## src/rtl/centered_fir_convolution_assert.svh

```systemverilog
// assertion macros shared by the centered fir convolution rtl
`ifndef CENTERED_FIR_CONVOLUTION_ASSERT_SVH
`define CENTERED_FIR_CONVOLUTION_ASSERT_SVH

// same-cycle implication
`define CFIR_ASSERT_IMP(name, clk, rst, ante, cons, msg) \
   name: assert property (@(posedge clk) disable iff (rst) (ante) |-> (cons)) \
      else $error(msg);

// next-cycle implication
`define CFIR_ASSERT_NEXT(name, clk, rst, ante, cons, msg) \
   name: assert property (@(posedge clk) disable iff (rst) (ante) |=> (cons)) \
      else $error(msg);

`endif

```

## src/rtl/cfir_pkg.sv

```systemverilog
// types, constants and width helpers for the centered fir convolution
`timescale 1ns / 1ps

package cfir_pkg;

   localparam int MAX_TAPS     = 32;
   localparam int SAMPLE_WIDTH = 16;
   localparam int TAP_INDEX_W  = 5;
   localparam int TAP_COUNT_W  = 6;
   localparam int DELTA_W      = 16;
   localparam int DELTA_FRAC   = 12;
   localparam int SEEN_W       = 6;
   localparam int CSR_INDEX_W  = 2;
   localparam int CSR_DATA_W   = 16;

   localparam logic [SEEN_W-1:0] SEEN_MAX = 6'd63;

   localparam logic CMD_LOAD   = 1'b0;
   localparam logic CMD_SAMPLE = 1'b1;

   localparam logic [CSR_INDEX_W-1:0] REG_TAP_COUNT   = 2'd0;
   localparam logic [CSR_INDEX_W-1:0] REG_DELTA_SCALE = 2'd1;

   localparam logic [TAP_COUNT_W-1:0] TAP_COUNT_RESET = 6'd31;
   localparam logic [DELTA_W-1:0]     DELTA_RESET     = 16'd4096;

   typedef struct packed {
      logic                           cmd;
      logic [TAP_INDEX_W-1:0]         tap_index;
      logic signed [SAMPLE_WIDTH-1:0] value;
      logic                           last;
   } req_type;

   typedef struct packed {
      logic signed [SAMPLE_WIDTH-1:0] result;
      logic                           saturated;
      logic                           end_of_spectrum;
   } rsp_type;

   typedef struct packed {
      logic shift;
      logic clear;
      logic rotate;
      logic tap_wr;
   } cell_ctrl_type;

   typedef enum logic [2:0] {
      ST_IDLE,
      ST_ZERO,
      ST_ALIGN,
      ST_ACCUM,
      ST_MUL,
      ST_SUM,
      ST_ROUND
   } state_type;

   function automatic int idx_w(int max_taps);
      return (max_taps > 1) ? $clog2(max_taps) : 1;
   endfunction

   function automatic int cnt_w(int max_taps);
      return $clog2(max_taps + 1);
   endfunction

   function automatic int acc_w(int max_taps);
      return 2 * SAMPLE_WIDTH + $clog2(max_taps) + 1;
   endfunction

endpackage

```

## src/rtl/cfir_scale.sv

```systemverilog
// delta scaling in two partial products, round half up and saturate
`timescale 1ns / 1ps

module cfir_scale #(
   parameter int MAX_TAPS = cfir_pkg::MAX_TAPS
) (
   input  logic                                        clock,
   input  logic signed [cfir_pkg::acc_w(MAX_TAPS)-1:0] acc,
   input  logic [cfir_pkg::DELTA_W-1:0]                delta,
   output logic signed [cfir_pkg::SAMPLE_WIDTH-1:0]    result,
   output logic                                        saturated
);

   localparam int SW    = cfir_pkg::SAMPLE_WIDTH;
   localparam int DW    = cfir_pkg::DELTA_W;
   localparam int ACC_W = cfir_pkg::acc_w(MAX_TAPS);
   localparam int LO_W  = ACC_W / 2;
   localparam int HI_W  = ACC_W - LO_W;
   localparam int PW    = ACC_W + DW + 1;
   localparam int RW    = PW + 1;
   localparam int SH    = SW - 1 + cfir_pkg::DELTA_FRAC;
   localparam int VW    = RW - SH;
   localparam logic [RW-1:0] HALF = RW'(1) << (SH - 1);
   localparam logic signed [VW-1:0] POS_LIMIT = {{(VW-SW+1){1'b0}}, {(SW-1){1'b1}}};
   localparam logic signed [VW-1:0] NEG_LIMIT = {{(VW-SW+1){1'b1}}, {(SW-1){1'b0}}};

   logic [LO_W+DW-1:0]          p_lo_ff, p_lo_in;
   logic signed [HI_W+DW:0]     p_hi_ff, p_hi_in;
   logic signed [PW-1:0]        sum_ff, sum_in;
   logic signed [HI_W-1:0]      acc_hi;
   logic signed [DW:0]          delta_s;
   logic signed [RW-1:0]        rounded;
   logic signed [VW-1:0]        floored;

   always_comb begin
      acc_hi  = $signed(acc[ACC_W-1:LO_W]);
      delta_s = $signed({1'b0, delta});
      p_lo_in = acc[LO_W-1:0] * delta;
      p_hi_in = acc_hi * delta_s;
      sum_in  = $signed({p_hi_ff, {LO_W{1'b0}}})
              + $signed({{(PW-LO_W-DW){1'b0}}, p_lo_ff});
   end

   always_ff @(posedge clock) begin
      p_lo_ff <= p_lo_in;
      p_hi_ff <= p_hi_in;
      sum_ff  <= sum_in;
   end

   always_comb begin
      rounded = $signed({sum_ff[PW-1], sum_ff}) + $signed(HALF);
      floored = $signed(rounded[RW-1:SH]);
      if (floored > POS_LIMIT) begin
         result    = POS_LIMIT[SW-1:0];
         saturated = 1'b1;
      end else if (floored < NEG_LIMIT) begin
         result    = NEG_LIMIT[SW-1:0];
         saturated = 1'b1;
      end else begin
         result    = floored[SW-1:0];
         saturated = 1'b0;
      end
   end

endmodule
```

## config.mk

```make
export PLATFORM = sky130hd
export DESIGN_NAME = cfir_scale
export DESIGN_NICKNAME = d
export VERILOG_FILES = /design/src/rtl/centered_fir_convolution_assert.svh /design/src/rtl/cfir_pkg.sv /design/src/rtl/cfir_scale.sv
export SDC_FILE = /design/constraint.sdc
export NUM_CORES = 2
export LEC_CHECK = 0
export ABC_CLOCK_PERIOD_IN_PS = 18850
export BUFFER_PORTS_ARGS = -buffer_cell sky130_fd_sc_hd__buf_2
export CORE_ASPECT_RATIO = 1.1
export CORE_MARGIN = 8
export CORE_UTILIZATION = 35
export DETAILED_ROUTE_END_ITERATION = 7
export MAX_ROUTING_LAYER = met4
export PLACE_DENSITY = 0.59
export SLEW_MARGIN = 20
export SYNTH_ARGS = -nofsm -noshare
export SYNTH_HDL_FRONTEND = slang
export SYNTH_SLANG_ARGS = --single-unit
```

## constraint.sdc

```tcl
create_clock -name clock -period 18.85 [get_ports clock]
set_clock_uncertainty 0.05 [all_clocks]
set_input_delay 2.8275 -clock clock [delete_from_list [all_inputs] [get_ports clock]]
set_output_delay 2.8275 -clock clock [all_outputs]
set_load 0.01 [all_outputs]
```

* Yosys cells after proc, flatten, opt, wreduce, memory -nomap -nowiden
Cells that the tools add are included.
** Operators by class
- $add $sub $neg :: 2
- Multipliers :: 2
- Magnitude comparators :: 2
- Muxes and demuxes :: 4
** Operators with widths (number)
- $add 55x28->56 const B :: 1
- $add 55x36->55 :: 1
- $mul 19x17->36 :: 1
- $mul 19x16->35 :: 1
- $mux 16 :: 2
- $gt 29x16->1 const B :: 1
- $lt 29x16->1 const B :: 1
- $mux 1 :: 2
** Word-level totals
- Flip-flop bits (word level) :: 126
- Input port bits :: 55
- Output and inout port bits :: 17

* Longest topological paths before layout
- Depth after elaboration :: 4
- Depth in mapped cells :: 25

* Worst setup path before layout
Ideal clock, no wire load.
- Path kind :: in2reg
- Start point :: in delta[13] (netlist name)
- End point :: reg p_hi_ff[35]
- Setup time :: 128 ps
- Arrival time :: 8722 ps
- Setup slack :: 9950 ps
- Stages on the path :: 22
- Path buffers :: 3
- Cell sequence :: clkbuf_1 -> clkbuf_1 -> nand2_1 -> fa_1 -> inv_1 -> fa_1 -> fa_1 -> fa_1 -> fa_1 -> inv_1 -> fa_1 -> inv_1 -> ha_1 -> buf_2 -> and4_1 -> nor4bb_1 -> o21ai_0 -> a211oi_1 -> o311ai_0 -> a31oi_1 -> mux2i_1 -> nand4_1
** On the way
- Longest elaborated chain between the ends :: 1
** Ends and longest elaborated chain
- start, declared :: line cfir_scale.sv:9 : input logic [cfir_pkg::DELTA_W-1:0] delta,
- $mul 19x17->36 :: line cfir_scale.sv:39 : p_hi_in = acc_hi * delta_s;
- via p_hi_in[35] :: line cfir_scale.sv:28 : logic signed [HI_W+DW:0] p_hi_ff, p_hi_in;
- end signal, assigned :: line cfir_scale.sv:46 : p_hi_ff <= p_hi_in;
- end, declared :: line cfir_scale.sv:28
The timed path passes the listed nets, and every way through them passes these cells.

* Final worst setup path
Ends and elaborated chain as after synthesis.

==> results by group <==
Global route
  – Largest net degree at the start of global routing: 39
  – Vias in the first global route: 18.9k
  – GRT Util Overall: 0.162
  – First-pass GRT wire length: around 100 mm
  – Initial antenna violation count: 1
  – GRT overflow: 0

Critical path
  – Crit path buf inv count: 4
  – CP Launch Type: input port
  – Worst path slowest cell: buf_2
  – WS Path Type: in2reg
  – CP endpoint kind: register
  – Critical path's most frequent cell: fa_1
  – WP data required: between 15 and 20 ns
  – CP arrival: just under 10 ns
  – Top cell family by delay on the critical path: adder cells
  – Crit. path cell count: 20
  – R2R cell count: 9
  – Critical Path Fanout Max: 38
  – Crit-path max cell delay: between 0.6 and 0.7 ns
  – CP Cell Sequence: buf_2 > nand2_1 > fa_1 > inv_1 > fa_1 > fa_1 > fa_1 > fa_1 > inv_1 > fa_1 > inv_1 > ha_1 > and4_1 > nor4bb_1 > o21ai_0 > a211oi_1 > o311ai_0 > a31oi_1 > mux2i_1 > nand4_1

Floorplan
  – FP Rows: 101
  – Core area: 68700 um^2
  – Die Width: ~270 um
  – Io pins: 72
  – Starting density of the core: 0.352
  – Die Ht: 292 um
  – Die area: ~78000 um^2

Logic synthesis
  – Dominant cells by area after synthesis: fa_1, ha_1, inv_1, and2_1, dfxtp_1
  – Async S/R FF share, synth: 0
  – Mapped Area: 24200 um^2
  – Top cell type's share of synthesized area: 0.448
  – Syn Area/Cell: 8.98 um^2
  – Cell taking the most area after synthesis: fa_1
  – Synth warnings: 0
  – Seq cells post-synth: 81
  – Seq/Total Area, Yosys: 0.0670
  – Syn Nets: 3502
  – Syn Inst Count: between 2k and 3k
  – Synth Flop Type: dfxtp_1
  – Post-synth cell types: 80
  – Post-synth EDFFs: 0

Detailed routing
  – Antenna viol nets, final: 0
  – Residual DRC: 0
  – TritonRoute pass-1 iters: 5
  – Vias/cell: approximately 4.8
  – Drt initial violations: 874
  – Routed Wire Length: a little under 60 mm
  – Vias: approximately 17k
  – Wire length per cell: 16.3 um

Clock network
  – Total CTS buffers: 9
  – Clk_lat worst skew: 0.35 ns
  – CTS Hold Bufs: 0
  – Clock Path Buffers: 2
  – Clock transition at the registers of the reported paths: approximately 0.070 ns
  – Sink Count: a little over 80
  – Post-CTS Setup Repair Bufs: 0
  – # resized after CTS: 0
  – H-Tree Level Count: 3
  – CTS tree: built
  – Root Buffer: clkbuf_16

Final layout
  – Layout area overhead: 5.99%
  – Share of cells above drive strength 1: 0.0434
  – Final #Nets: 3478

Status
  – Status: finished, final reports clean

STA
  – Peak Freq: ~100 MHz
  – RSZ-0062 raised after global routing: false
  – Fin. max-slew vios: 0
  – Final hold violations: 0
  – Final number of setup-violating endpoints: 0
  – Final setup TNS: 0 ns
  – Slew HR: 0.296
  – Min Tclk post-route: 9.75 ns
  – Actual slew at the worst max-slew pin: 1.04 ns
  – Final period util: 0.517

Worst hold path
  – WHS Path Cells: 1
  – Hold Crit Class: reg2reg

Place
  – GPL Wtd Cong: 0.826
  – Buffers added on ports: 71
  – Detailed placement HPWL: 47.3 mm

Run
  – Max_cap viols: 0
[kinds of logic (layout without fill, tap and decap cells)]
group	count (synthesis)	count (layout)	synth area share
XOR/XNOR	98	98	0.0355
adder cells (fa/ha/maj)	753	753	0.558
other	0	2	0
AO/OA/AOI/OAI	176	176	0.0468
buffers and inverters	763	744	0.120
multiplexers	4	4	0.00181
flip-flops	81	81	0.0670
AND/OR/NAND/NOR	819	819	0.172
[state kept, by name, summed over array words and instances, names as in the netlist]
| name | flops |
|---|---|
| sum_ff | 29 |
| p_lo_ff | 16 |
| p_hi_ff | 36 |
[metal layers]
metal	GRT usage	routed length [um]
met5	-	0
met1	0.200	25100
met2	0.282	29600
met4	0.0433	1530
met3	0.0180	2480
[cell usage in the layout, fill, tap and decap left out, types with 8 or more instances in the layout]
cell / synthesis / layout
and3_1: 10 / 10
nand4_1: 18 / 18
a211oi_1: 10 / 10
clkbuf_16: 0 / 9
xor2_1: 34 / 34
xnor2_1: 64 / 64
a21o_1: 13 / 13
a21oi_1: 53 / 53
inv_1: 651 / 651
ha_1: 211 / 211
nor3_1: 13 / 13
o21ai_0: 26 / 26
nor2b_1: 8 / 8
dfxtp_1: 81 / 81
nor2_1: 40 / 40
nand2_1: 382 / 382
nand2b_1: 15 / 15
and2_1: 267 / 267
o22ai_1: 8 / 8
o21ai_1: 9 / 9
fa_1: 542 / 542
buf_2: 4 / 71
nand3_1: 23 / 23
o21a_1: 9 / 9
[final timing paths]
check | slack [ns] | startpoint | endpoint
worst min-delay path | 0.40 | p_hi_ff[20] | sum_ff[39]
worst max-delay path | 9.10 | delta[13] | p_hi_ff[35]
worst max register to register | 15.56 | p_lo_ff[20] | sum_ff[52]
worst min register to register | 0.40 | p_hi_ff[20] | sum_ff[39]
[cells in the mapped netlist, types with 15 or more instances]
library cell  instances
nand2b_1             15
nand3_1              23
ha_1                211
nor2_1               40
and2_1              267
xor2_1               34
clkbuf_1            102
o21ai_0              26
fa_1                542
inv_1               651
dfxtp_1              81
a21oi_1              53
xnor2_1              64
nand4_1              18
nand2_1             382
[final cells by class]
type                       instances  area [um^2]
multi-input combinational       1850        19700
sequential                        81         1620
antenna                            2         5.00
timing repair buffer              76          393
clock buffer                      10          239
fill                            7108        43100
tap                              927         1160
inverter                         652         2450
clock inverter                     6         97.6
[worst register-to-register path, cell delays in order, from the launching register on]
cell and delay, ns:
dfxtp_1 0.32, ha_1 0.27, a31o_1 0.13, a21oi_1 0.10, o211ai_1 0.33, a2111oi_1 0.20
o41ai_2 0.95, nor4b_2 0.54, nand3_1 0.15, xnor2_1 0.15
[stage by stage]
step | instance area [um^2] | cells | worst slack (ns) | util | hold slack (ns)
final | 25600 | 3604 | 9.10 | 0.373 | 0.395
after global routing | 25600 | 3603 | 8.68 | 0.373 | 0.399
after CTS | 25600 | 3602 | 9.19 | 0.373 | 0.393
after detailed placement | 25300 | 3586 | 8.84 | 0.368 | 0.389
after global placement | 25300 | 3586 | 9.02 | 0.368 | 0.385
after floorplan | 24200 | 2694 | 9.95 | - | 0.363
Power is left out: the tool's default activity adds up to more than one toggle a clock period on the data nets, which glitch-free logic cannot reach.
