[src/rtl/centered_fir_convolution_assert.svh]
// assertion macros shared by the centered fir convolution rtl
`ifndef CENTERED_FIR_CONVOLUTION_ASSERT_SVH
`define CENTERED_FIR_CONVOLUTION_ASSERT_SVH

// same-cycle implication
`define CFIR_ASSERT_IMP(name, clk, rst, ante, cons, msg) \
   name: assert property (@(posedge clk) disable iff (rst) (ante) |-> (cons)) \
      else $error(msg);

// next-cycle implication
`define CFIR_ASSERT_NEXT(name, clk, rst, ante, cons, msg) \
   name: assert property (@(posedge clk) disable iff (rst) (ante) |=> (cons)) \
      else $error(msg);

`endif

[src/rtl/cfir_pkg.sv]
// types, constants and width helpers for the centered fir convolution
`timescale 1ns / 1ps

package cfir_pkg;

   localparam int MAX_TAPS     = 32;
   localparam int SAMPLE_WIDTH = 16;
   localparam int TAP_INDEX_W  = 5;
   localparam int TAP_COUNT_W  = 6;
   localparam int DELTA_W      = 16;
   localparam int DELTA_FRAC   = 12;
   localparam int SEEN_W       = 6;
   localparam int CSR_INDEX_W  = 2;
   localparam int CSR_DATA_W   = 16;

   localparam logic [SEEN_W-1:0] SEEN_MAX = 6'd63;

   localparam logic CMD_LOAD   = 1'b0;
   localparam logic CMD_SAMPLE = 1'b1;

   localparam logic [CSR_INDEX_W-1:0] REG_TAP_COUNT   = 2'd0;
   localparam logic [CSR_INDEX_W-1:0] REG_DELTA_SCALE = 2'd1;

   localparam logic [TAP_COUNT_W-1:0] TAP_COUNT_RESET = 6'd31;
   localparam logic [DELTA_W-1:0]     DELTA_RESET     = 16'd4096;

   typedef struct packed {
      logic                           cmd;
      logic [TAP_INDEX_W-1:0]         tap_index;
      logic signed [SAMPLE_WIDTH-1:0] value;
      logic                           last;
   } req_type;

   typedef struct packed {
      logic signed [SAMPLE_WIDTH-1:0] result;
      logic                           saturated;
      logic                           end_of_spectrum;
   } rsp_type;

   typedef struct packed {
      logic shift;
      logic clear;
      logic rotate;
      logic tap_wr;
   } cell_ctrl_type;

   typedef enum logic [2:0] {
      ST_IDLE,
      ST_ZERO,
      ST_ALIGN,
      ST_ACCUM,
      ST_MUL,
      ST_SUM,
      ST_ROUND
   } state_type;

   function automatic int idx_w(int max_taps);
      return (max_taps > 1) ? $clog2(max_taps) : 1;
   endfunction

   function automatic int cnt_w(int max_taps);
      return $clog2(max_taps + 1);
   endfunction

   function automatic int acc_w(int max_taps);
      return 2 * SAMPLE_WIDTH + $clog2(max_taps) + 1;
   endfunction

endpackage

[src/rtl/cfir_cell.sv]
// one tap cell: history sample, rotating tap, product and partial sum
`timescale 1ns / 1ps

module cfir_cell #(
   parameter int MAX_TAPS = cfir_pkg::MAX_TAPS,
   parameter int INDEX    = 0
) (
   input  logic                                          clock,
   input  logic                                          reset,
   input  cfir_pkg::cell_ctrl_type                       ctrl,
   input  logic [cfir_pkg::idx_w(MAX_TAPS)-1:0]          wr_addr,
   input  logic [cfir_pkg::idx_w(MAX_TAPS)-1:0]          offset,
   input  logic signed [cfir_pkg::SAMPLE_WIDTH-1:0]      wr_value,
   input  logic signed [cfir_pkg::SAMPLE_WIDTH-1:0]      prev_hist,
   input  logic signed [cfir_pkg::SAMPLE_WIDTH-1:0]      prev_tap,
   input  logic signed [cfir_pkg::acc_w(MAX_TAPS)-1:0]   prev_acc,
   output logic signed [cfir_pkg::SAMPLE_WIDTH-1:0]      hist_out,
   output logic signed [cfir_pkg::SAMPLE_WIDTH-1:0]      tap_out,
   output logic signed [cfir_pkg::acc_w(MAX_TAPS)-1:0]   acc_out
);

   localparam int SW     = cfir_pkg::SAMPLE_WIDTH;
   localparam int IDX_W  = cfir_pkg::idx_w(MAX_TAPS);
   localparam int ACC_W  = cfir_pkg::acc_w(MAX_TAPS);
   localparam int PROD_W = 2 * SW;
   localparam logic [IDX_W-1:0] CELL_ADDR = IDX_W'(INDEX);

   logic signed [SW-1:0]     hist_ff, hist_in;
   logic signed [SW-1:0]     tap_ff, tap_in;
   logic signed [PROD_W-1:0] prod_full;
   logic signed [PROD_W-1:0] prod_ff, prod_in;
   logic signed [ACC_W-1:0]  acc_ff, acc_in;

   assign prod_full = tap_ff * hist_ff;

   always_comb begin
      hist_in = hist_ff;
      if (ctrl.clear) begin
         hist_in = '0;
      end else if (ctrl.shift) begin
         hist_in = prev_hist;
      end
      tap_in = tap_ff;
      if (ctrl.tap_wr && (wr_addr == CELL_ADDR)) begin
         tap_in = wr_value;
      end else if (ctrl.rotate) begin
         tap_in = prev_tap;
      end
      prod_in = (CELL_ADDR <= offset) ? prod_full : '0;
      acc_in  = prev_acc + $signed({{(ACC_W-PROD_W){prod_ff[PROD_W-1]}}, prod_ff});
   end

   always_ff @(posedge clock) begin
      if (reset) begin
         hist_ff <= '0;
      end else begin
         hist_ff <= hist_in;
      end
   end

   always_ff @(posedge clock) begin
      tap_ff  <= tap_in;
      prod_ff <= prod_in;
      acc_ff  <= acc_in;
   end

   assign hist_out = hist_ff;
   assign tap_out  = tap_ff;
   assign acc_out  = acc_ff;

endmodule

[config.mk]
export PLATFORM = sky130hd
export DESIGN_NAME = cfir_cell
export DESIGN_NICKNAME = d
export VERILOG_FILES = /design/src/rtl/centered_fir_convolution_assert.svh /design/src/rtl/cfir_pkg.sv /design/src/rtl/cfir_cell.sv
export SDC_FILE = /design/constraint.sdc
export NUM_CORES = 1
export LEC_CHECK = 0
export BUFFER_PORTS_ARGS = -buffer_cell sky130_fd_sc_hd__buf_2
export CELL_PAD_IN_SITES_DETAIL_PLACEMENT = 0
export CELL_PAD_IN_SITES_GLOBAL_PLACEMENT = 1
export CORE_UTILIZATION = 40
export CTS_CLUSTER_DIAMETER = 120
export CTS_CLUSTER_SIZE = 10
export DETAILED_ROUTE_END_ITERATION = 8
export GPL_ROUTABILITY_DRIVEN = 0
export GPL_TIMING_DRIVEN = 0
export PLACE_DENSITY = 0.71
export SLEW_MARGIN = 20
export SYNTH_ARGS = -nofsm -noshare
export SYNTH_HDL_FRONTEND = slang
export SYNTH_SLANG_ARGS = --single-unit
[constraint.sdc]
create_clock -name clock -period 7.8 [get_ports clock]
set_input_delay 0 -clock clock [delete_from_list [all_inputs] [get_ports clock]]
set_output_delay 0 -clock clock [all_outputs]
set_load 0.01 [all_outputs]
After elaboration in Yosys (flattened, before gate mapping)
Index checks and enable logic that the tools add are counted.
{"block": "classes", "add_sub_neg": 1, "mul": 1, "n_lt_le_gt_ge": 1, "muxes": 2, "n_reduce_logical": 4}
{"operator": "38-bit by 32-bit adder with 38-bit output", "count": 1}
{"operator": "16-bit by 16-bit multiplier with 32-bit output", "count": 1}
{"operator": "16-bit 2-to-1 mux", "count": 2}
{"operator": "1-bit by 5-bit <= comparator with 1-bit output, first input constant", "count": 1}
{"operator": "5-bit zero test", "count": 1}
{"operator": "2-bit nonzero test", "count": 1}
{"operator": "2-bit OR reduction", "count": 1}
{"operator": "1-bit logical AND", "count": 1}
{"block": "totals", "register_bits": 102, "in_bits": 102, "out_inout_bits": 70, "wordCells": 13}

Logic depth before layout (Yosys ltp)
Gate-level depths: netlist of the first run.
{"block": "depth", "word_depth": 3, "ltp_mapped": 25, "ltp_nobuf": 24}

Worst setup path before layout of the first run
OpenSTA, ideal clock, no wires.
{"block": "synth_path", "kind": "register to register", "from": "register tap_ff[15], in the netlist tap_out[15]", "to": "register prod_ff[30]", "setup_time_ns": 0.072, "t_arrival_ns": 6.147, "t_required_ns": 7.728, "path_slack_ns": 1.581, "path_stages_with_launch": 22, "n_path_buf": 1, "period_less_slack_ns": 6.219, "path_cell_list": "edfxtp_1 > clkbuf_1 > nand2_1 > inv_1 > fa_1 > fa_1 > inv_1 > fa_1 > fa_1 > fa_1 > fa_1 > inv_1 > ha_1 > or2_2 > a21oi_1 > a21oi_1 > and3_1 > a221o_1 > nor3_1 > o21bai_1 > a21oi_1 > xnor2_1"}
{"block": "synth_via", "elab_chain_cells": 1}
{"element": "from (decl)", "line": "cfir_cell.sv:29", "text": "logic signed [SW-1:0] tap_ff, tap_in;"}
{"element": "from (signal assigned)", "line": "cfir_cell.sv:62", "text": "tap_ff <= tap_in;"}
{"element": "16-bit by 16-bit multiplier with 32-bit output", "line": "cfir_cell.sv:34", "text": "assign prod_full = tap_ff * hist_ff;"}
{"element": "to (signal assigned)", "line": "cfir_cell.sv:63", "text": "prod_ff <= prod_in;"}
{"element": "to (decl)", "line": "cfir_cell.sv:31", "text": "logic signed [PROD_W-1:0] prod_ff, prod_in;"}
Every way passes these cells.
A chain may end at the register's enable or synchronous reset.

Worst setup path in the final report of the first run
{"block": "layout_path", "from": "register tap_ff[10], in the netlist tap_out[10]", "to": "register prod_ff[30]"}
The elaborated chain is that of the path after synthesis.

==> metrics.md, run 1 <==
| Metric | Value |
|---|---|
| Clock slew seen by the registers of the worst setup and hold paths | 0.08 ns |
| Most common cell after layout, fill and taps aside | inv_1 |
| Synth-to-Final Area Change | 15.53% |
| Post-synthesis async set-or-reset flop share | 0 |
| Remaining DRCs | 0 |
| Clk buf depth | 2 |
| RSZ-0062 raised after global routing | no |
| Finished Layout Cells | 2171 |
| Post-detail-place hpwl | 29340 µm |
| Final min period | 7.448 ns |
| Post-route ant nets | 0 |
| Cell count after placement | 2102 |
| Vias | 10480 |
| Post-Syn Area | 14230 µm² |
| Row Count | 68 |
| Initial Util | 0.4090 |
| Max Clock Skew | 0.01566 ns |
| Post-route cell area | 16440 µm² |
| Final #Nets | 2196 |
| Post-cts sizing count | 0 |
| Die width | 190.6 µm |
| CP startpoint | tap_out[10]$_DFFE_PP_ |
| Max_cap viols | 0 |
| Final WS setup | 0.3522 ns |
| Placed Area | 15630 µm² |
| Most frequent cells in the layout | inv_1 (308), fa_1 (263), buf_2 (165), nand2_1 (145), and2_1 (124) |
| Worst hold start | prev_acc[26] |
| Main synth FF type | dfxtp_1 |
| Routed WL per cell | 16.69 µm |
| Fin Setup TNS | 0 ns |
| Clock latency on the worst-skew pair | 0.39 ns |
| Post-synthesis cell type count | 59 |
| Routed Wire Length | 36230 µm |
| Average cell area after synthesis | 9.604 µm² |
| CTS tree | built |
| Sequential-to-total area share from yosys stat | 0.1547 |
| Slew Limit Fails | 0 |
| Peak VDD IR | 0.0001894 V |
| Setup violators final | 0 |
| TritonRoute pass-1 iters | 5 |
| Setup CP Type | reg -> reg |
| Top cells by area, synth | fa_1 (37%), dfxtp_1 (12%), ha_1 (10%), inv_1 (8.1%), and2_1 (5.5%) |
| Antenna fix cells | 0 |
| Antenna violations before repair | 0 |
| Total grt overflow | 0 |
| Layout cells sized above 1 | 0.1218 |
| Reg2Reg Launch Point | tap_out[10]$_DFFE_PP_ |
| Std-Cell Core Area | 34800 µm² |
| Synth Net Count | 1966 |
| Slew Limit Headroom | 0.4796 |
| Status | completed |
| I/O Buffers | 165 |
| CTS Buf Count | 9 |
| Maximum clock rate | 0.1343 GHz |
| Top cell type's share of synthesized area | 0.3699 |
| Post-synth EDFFs | 16 |
| First-pass GRT wire length | 59620 µm |
| Max FO, Critical Path | 10 |
| WP data required | 8.11 ns |
| Pin count of the biggest net entering global routing | 18 |
| Period utilization | 0.9548 |
| Dominant cell type by area after synthesis | fa_1 |
| Die Ht | 190.6 µm |
| YS warnings | 0 |
| Num ports | 172 |
| Post-Syn Instances | 1482 |
| CP Data Arrival Time | 7.75 ns |
| Setup crit end kind | flip-flop |
| Power density over cell area | 173.0 nW/µm² |
| Initial drt markers | 449 |
| Vias/cell | 4.826 |
| GRT Overall Usage | 0.2157 |
| DP Worst Slack | 0.3977 ns |
| HP Class | in -> reg |
| Total clock sinks | 102 |
| Synthesized flop and latch total | 102 |
| Full die area | 36340 µm² |
| Vias in the first global route | 11360 |
| Clock Root Buffer | clkbuf_16 |
| H-Tree Depth | 3 |
| Static Leakage | 8.380 nW |
| Fin. Hold Viols | 0 |
| Worst setup SP type | flip-flop |
| Slew at the pin with the worst max-slew slack | 0.7806 ns |
-- cell usage after synthesis, types with 2 or more instances --
master and instances:
inv_1 308, fa_1 263, nand2_1 145, and2_1 124, ha_1 119, dfxtp_1 86, nor2_1 57, xnor2_1 56
a21oi_1 50, clkbuf_1 44, a21o_1 35, o21ai_0 20, edfxtp_1 16, mux2_2 16, mux2i_1 16, xor2_1 13
nand2b_1 10, o21a_1 10, nand3_1 7, nand4_1 7, o21bai_1 7, and3_1 6, nor3_1 6, o21ai_1 5
a211oi_1 4, nor2b_1 4, a21boi_0 3, a31oi_1 3, o211ai_1 3, or2_2 3, a21oi_2 2, a221o_1 2
a2bb2oi_1 2, a41oi_1 2, a41oi_2 2, o31a_1 2, or3_1 2
-- layout make-up --
| type | count | area, µm² |
|---|---|---|
| plain buffers | 45 | 168.9 |
| clock buffers | 11 | 236.5 |
| clock inverters | 4 | 37.54 |
| fillers | 3381 | 18360 |
| inverters | 308 | 1156 |
| multi-input cells | 1027 | 10710 |
| flip-flops and latches | 102 | 2202 |
| well taps | 455 | 569.3 |
| repair buffers | 219 | 1366 |
-- critical path, cell delays in order (launching register included) --
cell      delay (ns)
edfxtp_1        0.72
clkbuf_1        0.58
nand2_1         0.17
fa_1            0.54
fa_1            0.58
fa_1            0.47
fa_1            0.54
inv_1           0.05
fa_1            0.47
inv_1           0.05
fa_1            0.47
inv_1           0.04
ha_1            0.35
a21oi_1         0.17
o21ai_0         0.13
or3_1           0.33
o22ai_1         0.33
o21ai_1         0.30
a221o_1         0.41
nor3_1          0.22
o21bai_1        0.12
a21oi_1         0.18
xnor2_1         0.14
-- timing repair --
| item | CTS | global route |
|---|---|---|
| setup endpoints to repair | 0 | 0 |
| endpoints found under the hold margin | 38 | 0 |
| buffers inserted | 0 | 0 |
| hold buffers | 54 | 0 |
-- per-stage QoR --
| step | util | hold slack, ns | power [W] |
|---|---|---|---|
| floorplan | - | 0.1298 | 0.001941 |
| global placement | 0.4491 | 0.2399 | 0.002373 |
| detailed placement | 0.4491 | 0.2416 | 0.002389 |
| CTS | 0.4725 | 0.001914 | 0.002878 |
| global route | 0.4725 | 0.02429 | 0.003125 |
| finish | 0.4725 | 0.01834 | 0.002844 |
-- sequential cells by signal (all words and copies together), names as in the netlist --
register,flops
acc_out,38
tap_out,16
hist_out,16
prod_ff,32
-- routing by layer --
layer  vias to the layer above  wire [µm]  global-route usage
li1                       5022          -                   -
met1                      5209      16360              0.2757
met2                       199      17780              0.3758
met3                        47       1331             0.03460
met4                         0        757             0.05877
met5                         -          0                   0
-- path summary, 6_finish.rpt --
kind,endpoint,slack [ns],cells past startpoint
setup / recovery,prod_ff[30]$_SDFF_PN0_,0.35,22
hold / removal,acc_out[26]$_DFF_P_,0.02,3
setup reg to reg,prod_ff[30]$_SDFF_PN0_,0.35,22
hold reg to reg,acc_out[0]$_DFF_P_,0.48,1
-- power by group --
group / leakage, nW / switching (W) / internal [W] / total, W
Combinational: 7.37 / 0.000892 / 0.000703 / 0.00160
Sequential: 0.875 / 0.0000806 / 0.000714 / 0.000794
Clock: 0.136 / 0.000230 / 0.000225 / 0.000455
-- kinds of logic (layout without fill, tap and decap cells) --
family / after synthesis / after routing / synth area share
AO/OA/AOI/OAI: 169 / 169 / 0.08229
flip-flops: 102 / 102 / 0.1547
multiplexers: 32 / 32 / 0.02391
XOR/XNOR: 69 / 69 / 0.04246
AND/OR/NAND/NOR: 375 / 375 / 0.1290
buffers and inverters: 353 / 587 / 0.09310
adder cells (fa/ha/maj): 382 / 382 / 0.4745
Note: power is estimated with default switching activity, not from simulation.
==> inputs of run 2 (changes only) <==
--- a/config.mk
+++ b/config.mk
@@ -15,7 +15,7 @@
 export GPL_ROUTABILITY_DRIVEN = 0
 export GPL_TIMING_DRIVEN = 0
 export PLACE_DENSITY = 0.71
-export SLEW_MARGIN = 20
+export SLEW_MARGIN = 25
 export SYNTH_ARGS = -nofsm -noshare
 export SYNTH_HDL_FRONTEND = slang
 export SYNTH_SLANG_ARGS = --single-unit
==> constraint.sdc (replaced) <==
create_clock -name clock -period 7.8 [get_ports clock]
set_input_delay 1.56 -clock clock [delete_from_list [all_inputs] [get_ports clock]]
set_output_delay 1.56 -clock clock [all_outputs]
set_load 0.01 [all_outputs]
==> run 2 against run 1 <==
  * Via count shrank 1.9%
  * Final area shrank 3.3%
  * Fmax is essentially flat
  * Wire length shrank 2.0%
  * Critical path type unchanged
  * Sequential power is essentially flat
  * Worst hold slack gained 0.46 ns
  * Core utilization shrank 1.6 points
==> metrics.md, run 2 (synthesis results as in run 1) <==
| Metric | Value |
|---|---|
| Finished Layout Cells | 2117 |
| CTS tree | built |
| Peak VDD IR | 0.0001890 V |
| Area taken by multi-input logic gates | 10710 µm² |
| Final WS setup | 0.3499 ns |
| Routed WL per cell | 16.78 µm |
| Gate power share | 0.557 |
| Pin count of the biggest net entering global routing | 18 |
| Setup crit end kind | flip-flop |
| Slew Limit Fails | 0 |
| Total grt overflow | 0 |
| Std-Cell Core Area | 34800 µm² |
| Post-detail-place hpwl | 29340 µm |
| Power density over cell area | 177.0 nW/µm² |
| First-pass GRT wire length | 58570 µm |
| Total clock sinks | 102 |
| Die Ht | 190.6 µm |
| Clk network pwr share | 0.161 |
| Static Leakage | 8.155 nW |
| Antenna fix cells | 0 |
| Final #Nets | 2142 |
| CP max-delay cell | edfxtp_1 |
| CTS Buf Count | 9 |
| Synth-to-Final Area Change | 11.73% |
| Maximum clock rate | 0.1342 GHz |
| Clock Root Buffer | clkbuf_16 |
| H-Tree Depth | 3 |
| Clock slew seen by the registers of the worst setup and hold paths | 0.07 ns |
| Num ports | 172 |
| GRT Overall Usage | 0.2123 |
| CP Cell Sequence | clkbuf_1 -> nand2_1 -> fa_1 -> fa_1 -> fa_1 -> fa_1 -> inv_1 -> fa_1 -> inv_1 -> fa_1 -> inv_1 -> ha_1 -> a21oi_1 -> o21ai_0 -> or3_1 -> o22ai_1 -> o21ai_1 -> a221o_1 -> nor3_1 -> o21bai_1 -> a21oi_1 -> xnor2_1 |
| Seq pwr share | 0.282 |
| Clk buf depth | 2 |
| M1 wire length | 15950 µm |
| Antenna violations before repair | 0 |
| Buf+Inv Stages, Crit Path | 4 |
| I/O Buffers | 165 |
| Most frequent cells in the layout | inv_1 (308), fa_1 (263), buf_2 (165), nand2_1 (145), and2_1 (124) |
| DP Worst Slack | 0.3977 ns |
| CP Data Arrival Time | 7.76 ns |
| Max_cap viols | 0 |
| Post-route cell area | 15900 µm² |
| Crit-path most repeated cell | fa_1 |
| Cell count after placement | 2102 |
| HP Class | reg -> reg |
| Largest delay share family, worst path | adder cells |
| Slew Limit Headroom | 0.4718 |
| Sw Ratio | 0.4234 |
| Routed Wire Length | 35510 µm |
| Max FO, Critical Path | 10 |
| Vias/cell | 4.857 |
| Setup CP Type | reg -> reg |
| Row Count | 68 |
| Post-cts sizing count | 0 |
| Post-CTS setup buffer count | 0 |
| Vias in the first global route | 11070 |
| Placed Area | 15630 µm² |
| Met2 wire length | 17320 µm |
| Crit path largest cell delay | 0.71 ns |
| Full die area | 36340 µm² |
| Initial Util | 0.4090 |
| RSZ-0062 raised after global routing | no |
| Worst setup SP type | flip-flop |
| Max Clock Skew | 0.01481 ns |
| Initial drt markers | 445 |
| Clock latency on the worst-skew pair | 0.39 ns |
| WL met3 | 1486 µm |
| Filler cells | 3431 |
| Max FFs per register | 38 |
| Die width | 190.6 µm |
| Final min period | 7.450 ns |
| WP data required | 8.11 ns |
| Pint | 0.001623 W |
| Fin. Hold Viols | 0 |
| Post-route ant nets | 0 |
| Status | completed |
| Psw | 0.001192 W |
| Layout cells sized above 1 | 0.1258 |
| Uppermost layer routed | met4 |
| Setup violators final | 0 |
| Fin Setup TNS | 0 ns |
| Most common cell after layout, fill and taps aside | inv_1 |
| Slew at the pin with the worst max-slew slack | 0.7924 ns |
| Storage cell area | 2202 µm² |
| Period utilization | 0.9551 |
| TritonRoute pass-1 iters | 5 |
| Hold buffers post-CTS | 0 |
| Post-layout util | 0.4570 |
| Remaining DRCs | 0 |
| Vias | 10280 |
[run 2: cell types whose count changed in the layout (fill, tap and decap cells not counted)]
cell / before / now
dlygate4sd3_1: 54 / 0
[run 2: worst reg2reg max path: stages, from the launching register on]
cell	delay (ns)
edfxtp_1	0.71
clkbuf_1	0.60
nand2_1	0.17
fa_1	0.54
fa_1	0.58
fa_1	0.47
fa_1	0.55
inv_1	0.05
fa_1	0.47
inv_1	0.05
fa_1	0.47
inv_1	0.04
ha_1	0.35
a21oi_1	0.17
o21ai_0	0.13
or3_1	0.33
o22ai_1	0.33
o21ai_1	0.30
a221o_1	0.41
nor3_1	0.22
o21bai_1	0.12
a21oi_1	0.18
xnor2_1	0.14
[run 2: power groups by stage]
stage                     combinational [W]  sequential [W]  clock [W]
after floorplan                     0.00111        0.000832          0
final                               0.00157        0.000794   0.000452
after detailed placement            0.00158        0.000809          0
after CTS                           0.00159        0.000796   0.000471
after global routing                0.00180        0.000815   0.000489
after global placement              0.00157        0.000807          0
[run 2: final timing paths]
check | start | slack [ns] | cells after the start | end
setup reg to reg | tap_out[10]$_DFFE_PP_ | 0.35 | 22 | prod_ff[30]$_SDFF_PN0_
hold reg to reg | prod_ff[0]$_SDFF_PN0_ | 0.48 | 1 | acc_out[0]$_DFF_P_
setup / recovery | tap_out[10]$_DFFE_PP_ | 0.35 | 22 | prod_ff[30]$_SDFF_PN0_
hold / removal | prod_ff[0]$_SDFF_PN0_ | 0.48 | 1 | acc_out[0]$_DFF_P_
[run 2: final cells by class]
cell class	count	share of cell area
flip-flops and latches	102	0.1385
multi-input cells	1027	0.6732
well taps	455	0.03580
clock inverters	4	0.002361
inverters	308	0.07270
repair buffers	165	0.05193
plain buffers	45	0.01062
clock buffers	11	0.01487
[run 2: per-layer routing]
metal  up-vias  track usage
met1      5106       0.2728
met5         -            0
met2       218       0.3677
met3        44      0.03515
li1       4914            -
met4         0      0.05692
[run 2: stage by stage]
step           hold WS [ns]  total power [W]
6_report             0.4815         0.002815
5_1_grt              0.5019         0.003100
3_5_place_dp         0.4663         0.002389
4_1_cts              0.4833         0.002856
3_3_place_gp         0.4548         0.002373
2_1_floorplan        0.4200         0.001941
==> inputs of run 3 (changes only) <==
--- a/config.mk
+++ b/config.mk
@@ -15,6 +15,7 @@
 export GPL_ROUTABILITY_DRIVEN = 0
 export GPL_TIMING_DRIVEN = 0
 export PLACE_DENSITY = 0.71
+export RECOVER_POWER = 50
 export SLEW_MARGIN = 25
 export SYNTH_ARGS = -nofsm -noshare
 export SYNTH_HDL_FRONTEND = slang
==> constraint.sdc (replaced) <==
create_clock -name clock -period 8.96 [get_ports clock]
set_input_delay 1.792 -clock clock [delete_from_list [all_inputs] [get_ports clock]]
set_output_delay 1.792 -clock clock [all_outputs]
set_load 0.01 [all_outputs]
==> run 3 against run 2 <==
  * Combinational power shrank 15%
  * Critical endpoint unchanged
  * Non-clock buffer count did not move
  * Highest routed layer unchanged
  * Largest cell class unchanged
  * Fmax about the same
  * Worst hold slack barely moved
  * Critical path type unchanged
  * Global-route usage unchanged
  * First-iteration DRC count up 8.3%
  * Final area is 0.51% lower
==> metrics.md, run 3 (synthesis results as in run 1) <==
| Metric | Value |
|---|---|
| Status | completed |
| Post-detail-place hpwl | 29340 µm |
| Post-CTS setup buffer count | 0 |
| Max Clock Skew | 0.01329 ns |
| Std-Cell Core Area | 34800 µm² |
| Slew at the pin with the worst max-slew slack | 0.7958 ns |
| Initial Util | 0.4090 |
| Total grt overflow | 0 |
| Finished Layout Cells | 2118 |
| First-pass GRT wire length | 58570 µm |
| Clock latency on the worst-skew pair | 0.39 ns |
| Die Ht | 190.6 µm |
| Vias in the first global route | 11070 |
| WL met3 | 1392 µm |
| WP data required | 9.27 ns |
| Initial drt markers | 482 |
| Fin. Hold Viols | 0 |
| Num ports | 172 |
| CP Data Arrival Time | 7.76 ns |
| Pin count of the biggest net entering global routing | 18 |
| Setup CP Type | reg -> reg |
| Final #Nets | 2142 |
| CTS Buf Count | 9 |
| Worst R2R Setup Slack | 1.51 ns |
| Setup violators final | 0 |
| Max_cap viols | 0 |
| Most frequent cells in the layout | inv_1 (308), fa_1 (263), nand2_1 (145), and2_1 (120), ha_1 (119) |
| Cell count after placement | 2102 |
| RSZ-0062 raised after global routing | no |
| Remaining DRCs | 0 |
| Static Leakage | 7.962 nW |
| Row Count | 68 |
| Met2 wire length | 17440 µm |
| Largest delay share family, worst path | adder cells |
| Post-cts sizing count | 0 |
| Hold buffers post-CTS | 0 |
| RR Endpoint | prod_ff[30]$_SDFF_PN0_ |
| Routed Wire Length | 35570 µm |
| Buf+Inv Stages, Crit Path | 4 |
| Setup crit end kind | flip-flop |
| I/O Buffers | 165 |
| Vias | 10260 |
| Total clock sinks | 102 |
| CP Cell Sequence | clkbuf_1 -> nand2_1 -> fa_1 -> fa_1 -> fa_1 -> fa_1 -> inv_1 -> fa_1 -> inv_1 -> fa_1 -> inv_1 -> ha_1 -> a21oi_1 -> o21ai_0 -> or3_1 -> o22ai_1 -> o21ai_1 -> a221o_1 -> nor3_1 -> o21bai_1 -> a21oi_1 -> xnor2_1 |
| CTS tree | built |
| Synth-to-Final Area Change | 11.16% |
| HP Class | reg -> reg |
| Endpoint, Worst Hold | acc_out[0]$_DFF_P_ |
| H-Tree Depth | 3 |
| Max FO, Critical Path | 10 |
| Crit-path most repeated cell | fa_1 |
| Slew Limit Headroom | 0.4695 |
| Antenna violations before repair | 0 |
| Worst setup SP type | flip-flop |
| Pwr Total | 0.002432 W |
| Final min period | 7.453 ns |
| FF-to-FF path depth | 22 |
| Power density over cell area | 153.7 nW/µm² |
| Fin Setup TNS | 0 ns |
| Vias/cell | 4.844 |
| Die width | 190.6 µm |
| Worst hold stages | 1 |
| Reg2Reg Launch Point | tap_out[10]$_DFFE_PP_ |
| Most common cell after layout, fill and taps aside | inv_1 |
| TritonRoute pass-1 iters | 4 |
| Clock slew seen by the registers of the worst setup and hold paths | 0.07 ns |
| Crit path largest cell delay | 0.73 ns |
| GRT Overall Usage | 0.2123 |
| Period utilization | 0.8319 |
| Clk buf depth | 2 |
| Routed WL per cell | 16.80 µm |
| M1 wire length | 16030 µm |
| Clock Root Buffer | clkbuf_16 |
| Uppermost layer routed | met4 |
| CP max-delay cell | edfxtp_1 |
| Full die area | 36340 µm² |
| Peak VDD IR | 0.0001628 V |
| Max FFs per register | 38 |
| Layout cells sized above 1 | 0.08905 |
| Post-route ant nets | 0 |
| Maximum clock rate | 0.1342 GHz |
| Worst hold start | prod_ff[0]$_SDFF_PN0_ |
| Slew Limit Fails | 0 |
run 3: stage by stage:
| step | hold slack, ns | setup slack, ns | utilization | cell area [µm²] |
|---|---|---|---|---|
| 3_5_place_dp | 0.4663 | 1.558 | 0.4491 | 15630 |
| 5_1_grt | 0.5019 | 1.198 | 0.4546 | 15820 |
| 4_1_cts | 0.4833 | 1.529 | 0.4570 | 15900 |
| 3_3_place_gp | 0.4548 | 1.646 | 0.4491 | 15630 |
| 6_report | 0.4816 | 1.507 | 0.4546 | 15820 |
| 2_1_floorplan | 0.4200 | 2.741 | - | 14230 |
run 3: routing by layer:
metal  vias to the layer above  GRT usage
li1                       4910          -
met3                        42    0.03515
met2                       190     0.3677
met1                      5117     0.2728
met5                         -          0
met4                         0    0.05692
run 3: worst max-delay path by stage:
stage,from,end,slack (ns),cells after the start
final,tap_out[10]$_DFFE_PP_,prod_ff[30]$_SDFF_PN0_,1.51,22
after global routing,tap_out[10]$_DFFE_PP_,prod_ff[30]$_SDFF_PN0_,1.20,22
after CTS,hist_out[8]$_SDFFE_PP0P_,prod_ff[31]$_SDFF_PN0_,1.53,24
after detailed placement,hist_out[8]$_SDFFE_PP0P_,prod_ff[31]$_SDFF_PN0_,1.56,24
after global placement,tap_out[9]$_DFFE_PP_,prod_ff[31]$_SDFF_PN0_,1.65,21
after floorplan,tap_out[15]$_DFFE_PP_,prod_ff[30]$_SDFF_PN0_,2.74,21
run 3: where the power goes:
group          internal [W]  leakage (nW)  total, W  switching [W]
clock network      0.000195         0.136  0.000393       0.000198
registers          0.000622         0.875  0.000695      0.0000729
logic              0.000573          6.95   0.00134       0.000770
total               0.00139          7.96   0.00243        0.00104
run 3: area by class of cell:
cell class,instances,area (µm²)
inverters,308,1156
repair buffers,165,749.5
clock buffers,11,236.5
diodes,1,2.502
clock inverters,4,37.54
well taps,455,569.3
multi-input cells,1027,10700
fillers,3465,18980
flip-flops and latches,102,2202
plain buffers,45,168.9
